### src/sv/pgig_pkg.sv
`timescale 1ns / 1ps
// Package for the periodic ghost image generator: widths, shift masks,
// register indexes and the queue entry type. No dependencies.
package pgig_pkg;

   localparam int FRAC_BITS  = 28;
   localparam int POS_W      = FRAC_BITS + 3;
   localparam int GHOST_W    = FRAC_BITS + 4;
   localparam int MASS_W     = 32;
   localparam int CW_W       = FRAC_BITS + 1;
   localparam int Q_W        = FRAC_BITS + 6;
   localparam int SHIFTS     = 27;
   localparam int CENTER     = 13;
   localparam int CSR_IDX_W  = 1;
   localparam int CSR_DATA_W = CW_W;
   localparam int QUEUE_DEPTH = 4;
   localparam int QPTR_W     = $clog2(QUEUE_DEPTH);
   localparam int QCNT_W     = QPTR_W + 1;

   localparam logic [CSR_IDX_W-1:0] CSR_PERIODIC_ENABLE = CSR_IDX_W'(0);
   localparam logic [CSR_IDX_W-1:0] CSR_CELL_WIDTH      = CSR_IDX_W'(1);

   localparam logic [CW_W-1:0] CELL_WIDTH_RESET = CW_W'(1 << (FRAC_BITS - 8));

   localparam logic signed [Q_W-1:0] ONE_Q = Q_W'(1) << FRAC_BITS;
   localparam logic signed [GHOST_W-1:0] ONE_G = GHOST_W'(1) << FRAC_BITS;

   // shift index k = (sz+1)*9 + (sy+1)*3 + (sx+1)
   localparam logic [SHIFTS-1:0] X_NEG_MASK = 27'o111111111;
   localparam logic [SHIFTS-1:0] X_POS_MASK = 27'o444444444;
   localparam logic [SHIFTS-1:0] Y_NEG_MASK = 27'o007007007;
   localparam logic [SHIFTS-1:0] Y_POS_MASK = 27'o700700700;
   localparam logic [SHIFTS-1:0] Z_NEG_MASK = 27'o000000777;
   localparam logic [SHIFTS-1:0] Z_POS_MASK = 27'o777000000;

   typedef struct packed {
      logic signed [POS_W-1:0] pos_x;
      logic signed [POS_W-1:0] pos_y;
      logic signed [POS_W-1:0] pos_z;
      logic [MASS_W-1:0]       mass;
      logic [SHIFTS-1:0]       mask;
   } entry_type;

   typedef struct packed {
      logic valid;
      logic ready;
   } hs_type;

endpackage

### src/sv/pgig_ifs.sv
`timescale 1ns / 1ps
// Channel interfaces for the ghost image generator: particle in, ghost out.
// Depends on pgig_pkg.
interface pgig_req_if;
   import pgig_pkg::*;
   logic                    valid;
   logic                    ready;
   logic signed [POS_W-1:0] pos_x;
   logic signed [POS_W-1:0] pos_y;
   logic signed [POS_W-1:0] pos_z;
   logic [MASS_W-1:0]       mass;
   modport source (output valid, pos_x, pos_y, pos_z, mass, input ready);
   modport sink (input valid, pos_x, pos_y, pos_z, mass, output ready);
endinterface

interface pgig_rsp_if;
   import pgig_pkg::*;
   logic                      valid;
   logic                      ready;
   logic signed [GHOST_W-1:0] ghost_x;
   logic signed [GHOST_W-1:0] ghost_y;
   logic signed [GHOST_W-1:0] ghost_z;
   logic [MASS_W-1:0]         ghost_mass;
   logic                      last_ghost;
   modport source (output valid, ghost_x, ghost_y, ghost_z, ghost_mass, last_ghost,
                   input ready);
   modport sink (input valid, ghost_x, ghost_y, ghost_z, ghost_mass, last_ghost,
                 output ready);
endinterface

### src/sv/pgig_front.sv
`timescale 1ns / 1ps
// Front end: holds the control registers, accepts particles and builds the
// 27-bit mask of shifts that yield a ghost. Depends on pgig_pkg, pgig_ifs.
module pgig_front (
   input  logic                               clock,
   input  logic                               reset,
   pgig_req_if.sink                           req,
   input  logic                               csr_wr_en,
   input  logic [pgig_pkg::CSR_IDX_W-1:0]     csr_index,
   input  logic [pgig_pkg::CSR_DATA_W-1:0]    csr_wdata,
   output pgig_pkg::entry_type                push_data,
   output logic                               push_valid,
   input  logic                               push_ready
);
   import pgig_pkg::*;

   logic            enable_ff, enable_in;
   logic [CW_W-1:0] cell_width_ff, cell_width_in;

   logic signed [Q_W-1:0] lo_bound;
   logic signed [Q_W-1:0] hi_bound;
   logic signed [Q_W-1:0] pos_q [3];
   logic [2:0]            inner [3];
   logic [2:0]            outer [3];
   logic [SHIFTS-1:0]     mask;

   always_comb begin
      enable_in     = enable_ff;
      cell_width_in = cell_width_ff;
      if (csr_wr_en) begin
         case (csr_index)
            CSR_PERIODIC_ENABLE: enable_in = csr_wdata[0];
            CSR_CELL_WIDTH:      cell_width_in = csr_wdata;
            default: ;
         endcase
      end
   end

   always_ff @(posedge clock) begin
      if (reset) begin
         enable_ff     <= 1'b1;
         cell_width_ff <= CELL_WIDTH_RESET;
      end else begin
         enable_ff     <= enable_in;
         cell_width_ff <= cell_width_in;
      end
   end

   assign lo_bound = -$signed(Q_W'({cell_width_ff, 1'b0}));
   assign hi_bound = ONE_Q + $signed(Q_W'(cell_width_ff));
   assign pos_q[0] = Q_W'(req.pos_x);
   assign pos_q[1] = Q_W'(req.pos_y);
   assign pos_q[2] = Q_W'(req.pos_z);

   always_comb begin
      logic signed [Q_W-1:0] q;
      for (int a = 0; a < 3; a++) begin
         for (int s = 0; s < 3; s++) begin
            if (s == 0) begin
               q = pos_q[a] - ONE_Q;
            end else if (s == 2) begin
               q = pos_q[a] + ONE_Q;
            end else begin
               q = pos_q[a];
            end
            inner[a][s] = (q >= 0) && (q < ONE_Q);
            outer[a][s] = (q >= lo_bound) && (q < hi_bound);
         end
      end
   end

   always_comb begin
      mask = '0;
      for (int sz = 0; sz < 3; sz++) begin
         for (int sy = 0; sy < 3; sy++) begin
            for (int sx = 0; sx < 3; sx++) begin
               mask[sz * 9 + sy * 3 + sx] = outer[0][sx] & outer[1][sy] & outer[2][sz]
                  & ~(inner[0][sx] & inner[1][sy] & inner[2][sz]);
            end
         end
      end
      mask[CENTER] = 1'b0;
   end

   assign req.ready = push_ready;
   assign push_valid = req.valid && enable_ff && (mask != '0);
   assign push_data.pos_x = req.pos_x;
   assign push_data.pos_y = req.pos_y;
   assign push_data.pos_z = req.pos_z;
   assign push_data.mass  = req.mass;
   assign push_data.mask  = mask;

endmodule

### src/sv/pgig_queue.sv
`timescale 1ns / 1ps
// Short queue of classified particles between front and back end.
// Depends on pgig_pkg.
module pgig_queue (
   input  logic                clock,
   input  logic                reset,
   input  pgig_pkg::entry_type push_data,
   input  logic                push_valid,
   output logic                push_ready,
   output pgig_pkg::entry_type pop_data,
   output pgig_pkg::hs_type    pop_hs,
   input  logic                pop_take
);
   import pgig_pkg::*;

   entry_type           slots_ff [QUEUE_DEPTH];
   logic [QPTR_W-1:0]   wr_ptr_ff, wr_ptr_in;
   logic [QPTR_W-1:0]   rd_ptr_ff, rd_ptr_in;
   logic [QCNT_W-1:0]   count_ff, count_in;
   logic                do_push;
   logic                do_pop;

   assign push_ready   = (count_ff != QCNT_W'(QUEUE_DEPTH));
   assign pop_hs.valid = (count_ff != '0);
   assign pop_hs.ready = pop_take;
   assign pop_data     = slots_ff[rd_ptr_ff];
   assign do_push      = push_valid && push_ready;
   assign do_pop       = pop_take && pop_hs.valid;

   always_comb begin
      wr_ptr_in = do_push ? wr_ptr_ff + 1'b1 : wr_ptr_ff;
      rd_ptr_in = do_pop ? rd_ptr_ff + 1'b1 : rd_ptr_ff;
      count_in  = count_ff + QCNT_W'(do_push) - QCNT_W'(do_pop);
   end

   always_ff @(posedge clock) begin
      if (reset) begin
         wr_ptr_ff <= '0;
         rd_ptr_ff <= '0;
         count_ff  <= '0;
      end else begin
         wr_ptr_ff <= wr_ptr_in;
         rd_ptr_ff <= rd_ptr_in;
         count_ff  <= count_in;
      end
   end

   always_ff @(posedge clock) begin
      if (do_push) begin
         slots_ff[wr_ptr_ff] <= push_data;
      end
   end

endmodule

### src/sv/pgig_back.sv
`timescale 1ns / 1ps
// Back end: walks the shift mask of the current particle, one ghost a cycle
// while the output register is free, into that register. Depends on pgig_pkg, pgig_ifs.
module pgig_back (
   input  logic                clock,
   input  logic                reset,
   input  pgig_pkg::entry_type pop_data,
   input  pgig_pkg::hs_type    pop_hs,
   output logic                pop_take,
   pgig_rsp_if.source          rsp
);
   import pgig_pkg::*;

   entry_type                 cur_ff, cur_in;
   logic                      cur_valid_ff, cur_valid_in;
   logic                      out_valid_ff, out_valid_in;
   logic signed [GHOST_W-1:0] gx_ff, gy_ff, gz_ff;
   logic [MASS_W-1:0]         gmass_ff;
   logic                      glast_ff;

   logic                      out_free;
   logic                      emit;
   logic                      emit_last;
   logic                      load;
   logic [SHIFTS-1:0]         low_bit;
   logic [SHIFTS-1:0]         mask_rest;
   logic signed [GHOST_W-1:0] gx, gy, gz;

   function automatic logic signed [GHOST_W-1:0] shift_coord(
      input logic signed [POS_W-1:0] p,
      input logic                    neg,
      input logic                    pos
   );
      logic signed [GHOST_W-1:0] base;
      base = GHOST_W'(p);
      if (neg) begin
         return base - ONE_G;
      end else if (pos) begin
         return base + ONE_G;
      end
      return base;
   endfunction

   assign out_free  = !out_valid_ff || rsp.ready;
   assign emit      = cur_valid_ff && out_free;
   assign low_bit   = cur_ff.mask & (~cur_ff.mask + 1'b1);
   assign mask_rest = cur_ff.mask & ~low_bit;
   assign emit_last = emit && (mask_rest == '0);
   assign load      = pop_hs.valid && (!cur_valid_ff || emit_last);
   assign pop_take  = load;

   assign gx = shift_coord(cur_ff.pos_x, |(low_bit & X_NEG_MASK), |(low_bit & X_POS_MASK));
   assign gy = shift_coord(cur_ff.pos_y, |(low_bit & Y_NEG_MASK), |(low_bit & Y_POS_MASK));
   assign gz = shift_coord(cur_ff.pos_z, |(low_bit & Z_NEG_MASK), |(low_bit & Z_POS_MASK));

   always_comb begin
      cur_in       = cur_ff;
      cur_valid_in = cur_valid_ff;
      if (load) begin
         cur_in       = pop_data;
         cur_valid_in = 1'b1;
      end else if (emit_last) begin
         cur_valid_in = 1'b0;
      end else if (emit) begin
         cur_in.mask = mask_rest;
      end
      if (emit) begin
         out_valid_in = 1'b1;
      end else if (rsp.ready) begin
         out_valid_in = 1'b0;
      end else begin
         out_valid_in = out_valid_ff;
      end
   end

   always_ff @(posedge clock) begin
      if (reset) begin
         cur_valid_ff <= 1'b0;
         out_valid_ff <= 1'b0;
      end else begin
         cur_valid_ff <= cur_valid_in;
         out_valid_ff <= out_valid_in;
      end
   end

   always_ff @(posedge clock) begin
      cur_ff <= cur_in;
      if (emit) begin
         gx_ff    <= gx;
         gy_ff    <= gy;
         gz_ff    <= gz;
         gmass_ff <= cur_ff.mass;
         glast_ff <= (mask_rest == '0);
      end
   end

   assign rsp.valid      = out_valid_ff;
   assign rsp.ghost_x    = gx_ff;
   assign rsp.ghost_y    = gy_ff;
   assign rsp.ghost_z    = gz_ff;
   assign rsp.ghost_mass = gmass_ff;
   assign rsp.last_ghost = glast_ff;

   a_cur_mask_live: assert property (@(posedge clock) disable iff (reset)
      cur_valid_ff |-> (cur_ff.mask != '0) && !cur_ff.mask[CENTER])
      else $error("active particle without pending shifts");

   a_emit_onehot: assert property (@(posedge clock) disable iff (reset)
      emit |-> $onehot(low_bit))
      else $error("shift select not one-hot");

   a_load_holds: assert property (@(posedge clock) disable iff (reset)
      load |=> cur_valid_ff)
      else $error("loaded particle dropped");

   a_emit_continue: assert property (@(posedge clock) disable iff (reset)
      (emit && !emit_last) |=> cur_valid_ff && out_valid_ff)
      else $error("particle ended before its last ghost");

endmodule

### src/sv/periodic_ghost_image_generator_unit.sv
`timescale 1ns / 1ps
// Particles enter at one per cycle whenever the four-word particle queue has
// room; interior particles and particles seen with periodic mode off leave no
// trace. A particle that has ghosts (1 to 26 of them) occupies the back end
// until its last ghost is out, since the back end walks the shift mask one bit
// a cycle into the output register while that register is free; the queue
// lets new particles be accepted while earlier ghosts drain. Write the
// registers only while the block is idle.
// Top level; depends on pgig_pkg, pgig_ifs, pgig_front, pgig_queue, pgig_back.
module periodic_ghost_image_generator_unit (
   input  logic                            clock,
   input  logic                            reset,
   pgig_req_if.sink                        req,
   pgig_rsp_if.source                      rsp,
   input  logic                            csr_wr_en,
   input  logic [pgig_pkg::CSR_IDX_W-1:0]  csr_index,
   input  logic [pgig_pkg::CSR_DATA_W-1:0] csr_wdata
);
   import pgig_pkg::*;

   entry_type push_data;
   logic      push_valid;
   logic      push_ready;
   entry_type pop_data;
   hs_type    pop_hs;
   logic      pop_take;

   pgig_front u_front (
      .clock      (clock),
      .reset      (reset),
      .req        (req),
      .csr_wr_en  (csr_wr_en),
      .csr_index  (csr_index),
      .csr_wdata  (csr_wdata),
      .push_data  (push_data),
      .push_valid (push_valid),
      .push_ready (push_ready)
   );

   pgig_queue u_queue (
      .clock      (clock),
      .reset      (reset),
      .push_data  (push_data),
      .push_valid (push_valid),
      .push_ready (push_ready),
      .pop_data   (pop_data),
      .pop_hs     (pop_hs),
      .pop_take   (pop_take)
   );

   pgig_back u_back (
      .clock    (clock),
      .reset    (reset),
      .pop_data (pop_data),
      .pop_hs   (pop_hs),
      .pop_take (pop_take),
      .rsp      (rsp)
   );

endmodule
### src/flat_wrapper.sv
// flat-port wrapper written by rule: the top's interface ports become plain ports
module periodic_ghost_image_generator_unit_flat import pgig_pkg::*;
  (clock, reset, csr_wr_en, csr_index, csr_wdata, req_valid, req_pos_x, req_pos_y, req_pos_z, req_mass, req_ready, rsp_valid, rsp_ghost_x, rsp_ghost_y, rsp_ghost_z, rsp_ghost_mass, rsp_last_ghost, rsp_ready);
  pgig_req_if req_i ();
  pgig_rsp_if rsp_i ();
  input  logic clock;
  input  logic reset;
  input  logic csr_wr_en;
  input  logic [pgig_pkg::CSR_IDX_W-1:0] csr_index;
  input  logic [pgig_pkg::CSR_DATA_W-1:0] csr_wdata;
  input wire logic [$bits(req_i.valid)-1:0] req_valid;
  input wire logic [$bits(req_i.pos_x)-1:0] req_pos_x;
  input wire logic [$bits(req_i.pos_y)-1:0] req_pos_y;
  input wire logic [$bits(req_i.pos_z)-1:0] req_pos_z;
  input wire logic [$bits(req_i.mass)-1:0] req_mass;
  output wire logic [$bits(req_i.ready)-1:0] req_ready;
  output wire logic [$bits(rsp_i.valid)-1:0] rsp_valid;
  output wire logic [$bits(rsp_i.ghost_x)-1:0] rsp_ghost_x;
  output wire logic [$bits(rsp_i.ghost_y)-1:0] rsp_ghost_y;
  output wire logic [$bits(rsp_i.ghost_z)-1:0] rsp_ghost_z;
  output wire logic [$bits(rsp_i.ghost_mass)-1:0] rsp_ghost_mass;
  output wire logic [$bits(rsp_i.last_ghost)-1:0] rsp_last_ghost;
  input wire logic [$bits(rsp_i.ready)-1:0] rsp_ready;
  assign req_i.valid = req_valid;
  assign req_i.pos_x = req_pos_x;
  assign req_i.pos_y = req_pos_y;
  assign req_i.pos_z = req_pos_z;
  assign req_i.mass = req_mass;
  assign req_ready = req_i.ready;
  assign rsp_valid = rsp_i.valid;
  assign rsp_ghost_x = rsp_i.ghost_x;
  assign rsp_ghost_y = rsp_i.ghost_y;
  assign rsp_ghost_z = rsp_i.ghost_z;
  assign rsp_ghost_mass = rsp_i.ghost_mass;
  assign rsp_last_ghost = rsp_i.last_ghost;
  assign rsp_i.ready = rsp_ready;
  periodic_ghost_image_generator_unit u_core (.clock(clock), .reset(reset), .req(req_i), .rsp(rsp_i), .csr_wr_en(csr_wr_en), .csr_index(csr_index), .csr_wdata(csr_wdata));
endmodule
### config.mk
export PLATFORM = sky130hd
export DESIGN_NAME = periodic_ghost_image_generator_unit_flat
export DESIGN_NICKNAME = d
export VERILOG_FILES = /design/src/sv/pgig_pkg.sv /design/src/sv/pgig_ifs.sv /design/src/sv/pgig_front.sv /design/src/sv/pgig_queue.sv /design/src/sv/pgig_back.sv /design/src/sv/periodic_ghost_image_generator_unit.sv /design/src/flat_wrapper.sv
export SDC_FILE = /design/constraint.sdc
export NUM_CORES = 1
export LEC_CHECK = 0
export BUFFER_PORTS_ARGS = -buffer_cell sky130_fd_sc_hd__buf_2
export CAP_MARGIN = 15
export CORE_UTILIZATION = 30
export DETAILED_ROUTE_END_ITERATION = 8
export PLACE_DENSITY_LB_ADDON = 0.08
export SYNTH_ARGS = -nofsm -noshare
export SYNTH_HDL_FRONTEND = slang
export SYNTH_SLANG_ARGS = --single-unit
### constraint.sdc
create_clock -name clock -period 22.2 [get_ports clock]
set_clock_uncertainty 0.2 [all_clocks]
set_input_delay 2.22 -clock clock [delete_from_list [all_inputs] [get_ports clock]]
set_output_delay 2.22 -clock clock [all_outputs]
set_load 0.01 [all_outputs]
==> impl_metrics.xml <==
<?xml version="1.0" encoding="UTF-8"?>
<metrics>
  <group name="floorplan">
    <metric name="floorplan.core_area" unit="µm²">132000</metric>
    <metric name="dieArea" unit="µm²">135000</metric>
    <metric name="num_io_pins" unit="">291</metric>
    <metric name="die_width" unit="µm">368</metric>
    <metric name="chipHeight" unit="µm">368</metric>
    <metric name="initial_util" unit="">0.304</metric>
    <metric name="placementRows" unit="">133</metric>
  </group>
  <group name="grt">
    <metric name="grt_max_degree" unit="">64</metric>
    <metric name="global_route.usage.total" unit="">0.167</metric>
    <metric name="grt_antenna_before_repair" unit="">28</metric>
    <metric name="number_of_global_route_vias_before_repair" unit="">23700</metric>
    <metric name="wire_length_of_the_first_global_routing_pass" unit="µm">165000</metric>
    <metric name="grt_overflow_total" unit="">0</metric>
  </group>
  <group name="setup_path">
    <metric name="worst-path-max-fanout" unit="">53</metric>
    <metric name="worstPathArrival" unit="ns">9.41</metric>
    <metric name="critPathMaxStageDelay" unit="ns">0.93</metric>
    <metric name="worst-endpoint-required" unit="ns">22.35</metric>
    <metric name="cpMaxStageDelayCell" unit="">sky130_fd_sc_hd__a2111oi_1</metric>
    <metric name="timing.critical_path.cells" unit="">inv_1 -&gt; ha_1 -&gt; nor3b_2 -&gt; nand4_1 -&gt; nor3_1 -&gt; xnor2_1 -&gt; ha_1 -&gt; nand4_1 -&gt; or3_1 -&gt; or4_1 -&gt; o32ai_1 -&gt; nor3_2 -&gt; o211a_1 -&gt; a211o_1 -&gt; a2111oi_1 -&gt; a211oi_1 -&gt; o2111ai_1 -&gt; o31a_4 -&gt; and2_4 -&gt; buf_4 -&gt; buf_4</metric>
    <metric name="crit_type" unit="">register to register</metric>
    <metric name="cp_capture_type" unit="">register</metric>
    <metric name="worstRegToRegCells" unit="">21</metric>
    <metric name="regToRegStartpoint" unit="">u_core.u_front.cell_width_ff[0]</metric>
    <metric name="worst_setup_path_start_kind" unit="">register</metric>
    <metric name="r2r-end" unit="">u_core.u_queue.slots_ff[2][140]</metric>
    <metric name="r2r_setup_slack" unit="ns">12.94</metric>
  </group>
  <group name="synthesis">
    <metric name="synthesis.area_per_instance" unit="µm²">16.6</metric>
    <metric name="sequential_cell_area_fraction_in_the_yosys_report" unit="">0.682</metric>
    <metric name="number_of_flops_mapped_to_enable_cells_by_yosys" unit="">885</metric>
    <metric name="synth_flop_cell" unit="">sky130_fd_sc_hd__edfxtp_1</metric>
    <metric name="netlist-cell-type-count" unit="">87</metric>
    <metric name="syn-instance-count" unit="">2415</metric>
    <metric name="synth_seq_cells" unit="">926</metric>
    <metric name="synth-warning-count" unit="">0</metric>
    <metric name="async_flop_share" unit="">0</metric>
    <metric name="synth.net_count" unit="">2827</metric>
    <metric name="post_synthesis_instance_area" unit="µm²">40200</metric>
  </group>
  <group name="hold_path">
    <metric name="min_path_type" unit="">register to register</metric>
    <metric name="whs_path_depth" unit="">0</metric>
    <metric name="hold_start" unit="">u_core.u_back.cur_ff[141]</metric>
    <metric name="holdPathEnd" unit="">u_core.u_back.rsp.ghost_x[20]</metric>
  </group>
  <group name="finish">
    <metric name="final_util" unit="">0.358</metric>
    <metric name="final_common_cell" unit="">sky130_fd_sc_hd__edfxtp_1</metric>
    <metric name="layout_common_cells" unit="">885 x sky130_fd_sc_hd__edfxtp_1, 290 x sky130_fd_sc_hd__buf_2, 248 x sky130_fd_sc_hd__ha_1</metric>
    <metric name="final_nets" unit="">3194</metric>
    <metric name="final_design_area_no_fill" unit="µm²">47300</metric>
    <metric name="layout-area-overhead-vs-synth" unit="%">17.7</metric>
    <metric name="layout.filler_cells" unit="">12600</metric>
    <metric name="drive_gt1_frac" unit="">0.233</metric>
  </group>
  <group name="place">
    <metric name="port_buffers" unit="">290</metric>
    <metric name="detailed_place.area" unit="µm²">43800</metric>
    <metric name="dpl.hpwl" unit="µm">79100</metric>
    <metric name="finalWeightedCongestion" unit="">0.864</metric>
    <metric name="place_ws" unit="ns">12.62</metric>
  </group>
  <group name="detailed_routing">
    <metric name="post_drt_wl_per_cell" unit="µm">24.5</metric>
    <metric name="routed-via-count" unit="">22800</metric>
    <metric name="dr.pass1.iters" unit="">7</metric>
    <metric name="detailedRoute.firstIterationViolations" unit="">1624</metric>
    <metric name="number_of_vias_per_cell_after_detailed_routing" unit="">4.94</metric>
    <metric name="routed_wirelength" unit="µm">113000</metric>
    <metric name="drc_errors" unit="">0</metric>
    <metric name="drtAntennaViolNets" unit="">0</metric>
  </group>
  <group name="power">
    <metric name="power.density" unit="nW/µm²">109</metric>
    <metric name="total_power" unit="mW">5.17</metric>
    <metric name="p_leak" unit="nW">16.2</metric>
    <metric name="ir_worst_vdd" unit="mV">0.0605</metric>
  </group>
  <group name="flow_run">
    <metric name="max_cap_viol_count" unit="">0</metric>
  </group>
  <group name="sta">
    <metric name="layout_min_cycle_time" unit="ns">9.26</metric>
    <metric name="finalSetupTns" unit="ns">0</metric>
    <metric name="final_hold_viol_count" unit="">0</metric>
    <metric name="fmax" unit="MHz">108</metric>
    <metric name="fin_crit_sh" unit="">0.417</metric>
    <metric name="slew_hr" unit="">0.246</metric>
    <metric name="rsz0062_at_grt" unit="">no</metric>
    <metric name="setup_slack" unit="ns">12.94</metric>
    <metric name="slew_viol_final" unit="">0</metric>
    <metric name="finalSetupViolCount" unit="">0</metric>
    <metric name="tightest_pin_transition" unit="ns">1.12</metric>
  </group>
  <group name="run_status">
    <metric name="status" unit="">finished, final reports clean</metric>
  </group>
  <group name="cts">
    <metric name="post-cts-setup-buffers" unit="">0</metric>
    <metric name="postCtsResizedCells" unit="">0</metric>
    <metric name="clock_path_buffers" unit="">3</metric>
    <metric name="cts-hold-fix-buffers" unit="">0</metric>
    <metric name="cts_sinks" unit="">926</metric>
    <metric name="clock_tree.root_cell" unit="">sky130_fd_sc_hd__clkbuf_16</metric>
    <metric name="cts_tree" unit="">done</metric>
    <metric name="cts.clk_slew.worst_paths" unit="ns">0.07</metric>
    <metric name="cts-htree-levels" unit="">3</metric>
    <metric name="clk-insertion-delay-late" unit="ns">0.73</metric>
    <metric name="cts_inserted_buffers" unit="">104</metric>
  </group>
</metrics>
## synthesized netlist by cell type (12+ instances only)
cell type                   number  area share
sky130_fd_sc_hd__a211oi_1       17      0.0032
sky130_fd_sc_hd__o2111ai_1      12      0.0026
sky130_fd_sc_hd__a21o_1         34      0.0064
sky130_fd_sc_hd__a21oi_1       119       0.015
sky130_fd_sc_hd__o31ai_1        16      0.0030
sky130_fd_sc_hd__mux4_2        151       0.085
sky130_fd_sc_hd__nor2_1         89      0.0083
sky130_fd_sc_hd__nor2b_1        22      0.0034
sky130_fd_sc_hd__nand2b_1       17      0.0026
sky130_fd_sc_hd__clkbuf_1       31      0.0029
sky130_fd_sc_hd__dfxtp_1        41       0.020
sky130_fd_sc_hd__edfxtp_1      885        0.66
sky130_fd_sc_hd__inv_1          87      0.0081
sky130_fd_sc_hd__o21ai_0        79      0.0098
sky130_fd_sc_hd__xnor2_1        30      0.0065
sky130_fd_sc_hd__nand4_1        31      0.0048
sky130_fd_sc_hd__nor3_1         57      0.0071
sky130_fd_sc_hd__buf_1          20      0.0019
sky130_fd_sc_hd__nand2_1       152       0.014
sky130_fd_sc_hd__nor4_1         12      0.0019
sky130_fd_sc_hd__nand3_1        34      0.0042
sky130_fd_sc_hd__ha_1          248       0.077
## final cells by class
cell class | instances | area, µm² | share of cell area
sequential | 926 | 27400 | 0.580
multi-input combinational | 1343 | 12200 | 0.258
clock buffer | 131 | 2780 | 0.0587
tap | 1755 | 2200 | 0.0465
timing repair buffer | 320 | 1690 | 0.0358
clock inverter | 63 | 646 | 0.0137
inverter | 87 | 327 | 0.00691
antenna | 3 | 7.51 | 0.000159
## worst max-delay path by stage
stage                                           from                         endpoint  slack, ns  depth (start not counted)
floorplan                              req_pos_z[17]    u_core.u_queue.slots_ff[0][0]      12.66                         13
global placement                       req_pos_z[17]   u_core.u_queue.slots_ff[2][94]      12.71                         16
detailed placement                     req_pos_z[17]   u_core.u_queue.slots_ff[2][94]      12.62                         16
CTS                  u_core.u_front.cell_width_ff[0]   u_core.u_queue.slots_ff[2][59]      12.73                         21
global route        u_core.u_front.cell_width_ff[12]   u_core.u_queue.slots_ff[2][59]      12.15                         21
finish               u_core.u_front.cell_width_ff[0]  u_core.u_queue.slots_ff[2][140]      12.94                         21
## worst max-delay path: cells and delay by family (launching register included)
family	cells	cell delay (ns)
AND/OR/NAND/NOR	8	3.27
AO/OA/AOI/OAI	7	2.41
buffers and inverters	3	1.69
adder cells (fa/ha/maj)	2	0.51
flip-flops	1	0.44
XOR/XNOR	1	0.20
## cell families after synthesis
kind of cell / count (synthesis) / share of synthesized area
adders and majority gates: 260 / 0.0813
DFF: 926 / 0.682
muxes: 159 / 0.0870
buffers and inverters: 146 / 0.0139
and+or+nand+nor: 495 / 0.0628
xor gates and xnor gates: 39 / 0.00919
AOI/OAI and AO/OA: 390 / 0.0636
## per-stage QoR
step           std cells  hold WS, ns
2_1_floorplan       2415        0.200
3_3_place_gp        4429        0.201
3_5_place_dp        4429        0.205
4_1_cts             4623        0.195
5_1_grt             4626        0.210
6_report            4628        0.202
## power by group
group	switching, mW	internal, mW
clock network	0.715	0.985
logic	0.619	0.397
registers	0.146	2.31
total	1.48	3.69
## flip-flops by register name, summed over array words and instances, names as in the netlist, named ones only
name	flops
u_core.u_back.cur_ff	152
u_core.u_queue.wr_ptr_ff	2
u_core.u_back.rsp.ghost_y	32
u_core.u_queue.count_ff	3
u_core.u_back.cur_valid_ff	1
u_core.u_front.enable_ff	1
u_core.u_back.rsp.ghost_mass	32
u_core.u_queue.slots_ff	604
u_core.u_queue.rd_ptr_ff	2
u_core.u_back.rsp.ghost_x	32
u_core.u_back.rsp.valid	1
u_core.u_back.rsp.ghost_z	32
u_core.u_front.cell_width_ff	29
u_core.u_back.rsp.last_ghost	1
## layer usage
layer | share of wire | GRT usage | vias to the layer above
li1 | - | - | 10400
met1 | 0.47 | 0.237 | 11600
met2 | 0.46 | 0.258 | 603
met3 | 0.052 | 0.0312 | 174
met4 | 0.025 | 0.0513 | 8
met5 | 0.00053 | 0 | -
No activity file was read; power rests on OpenSTA's default activity.
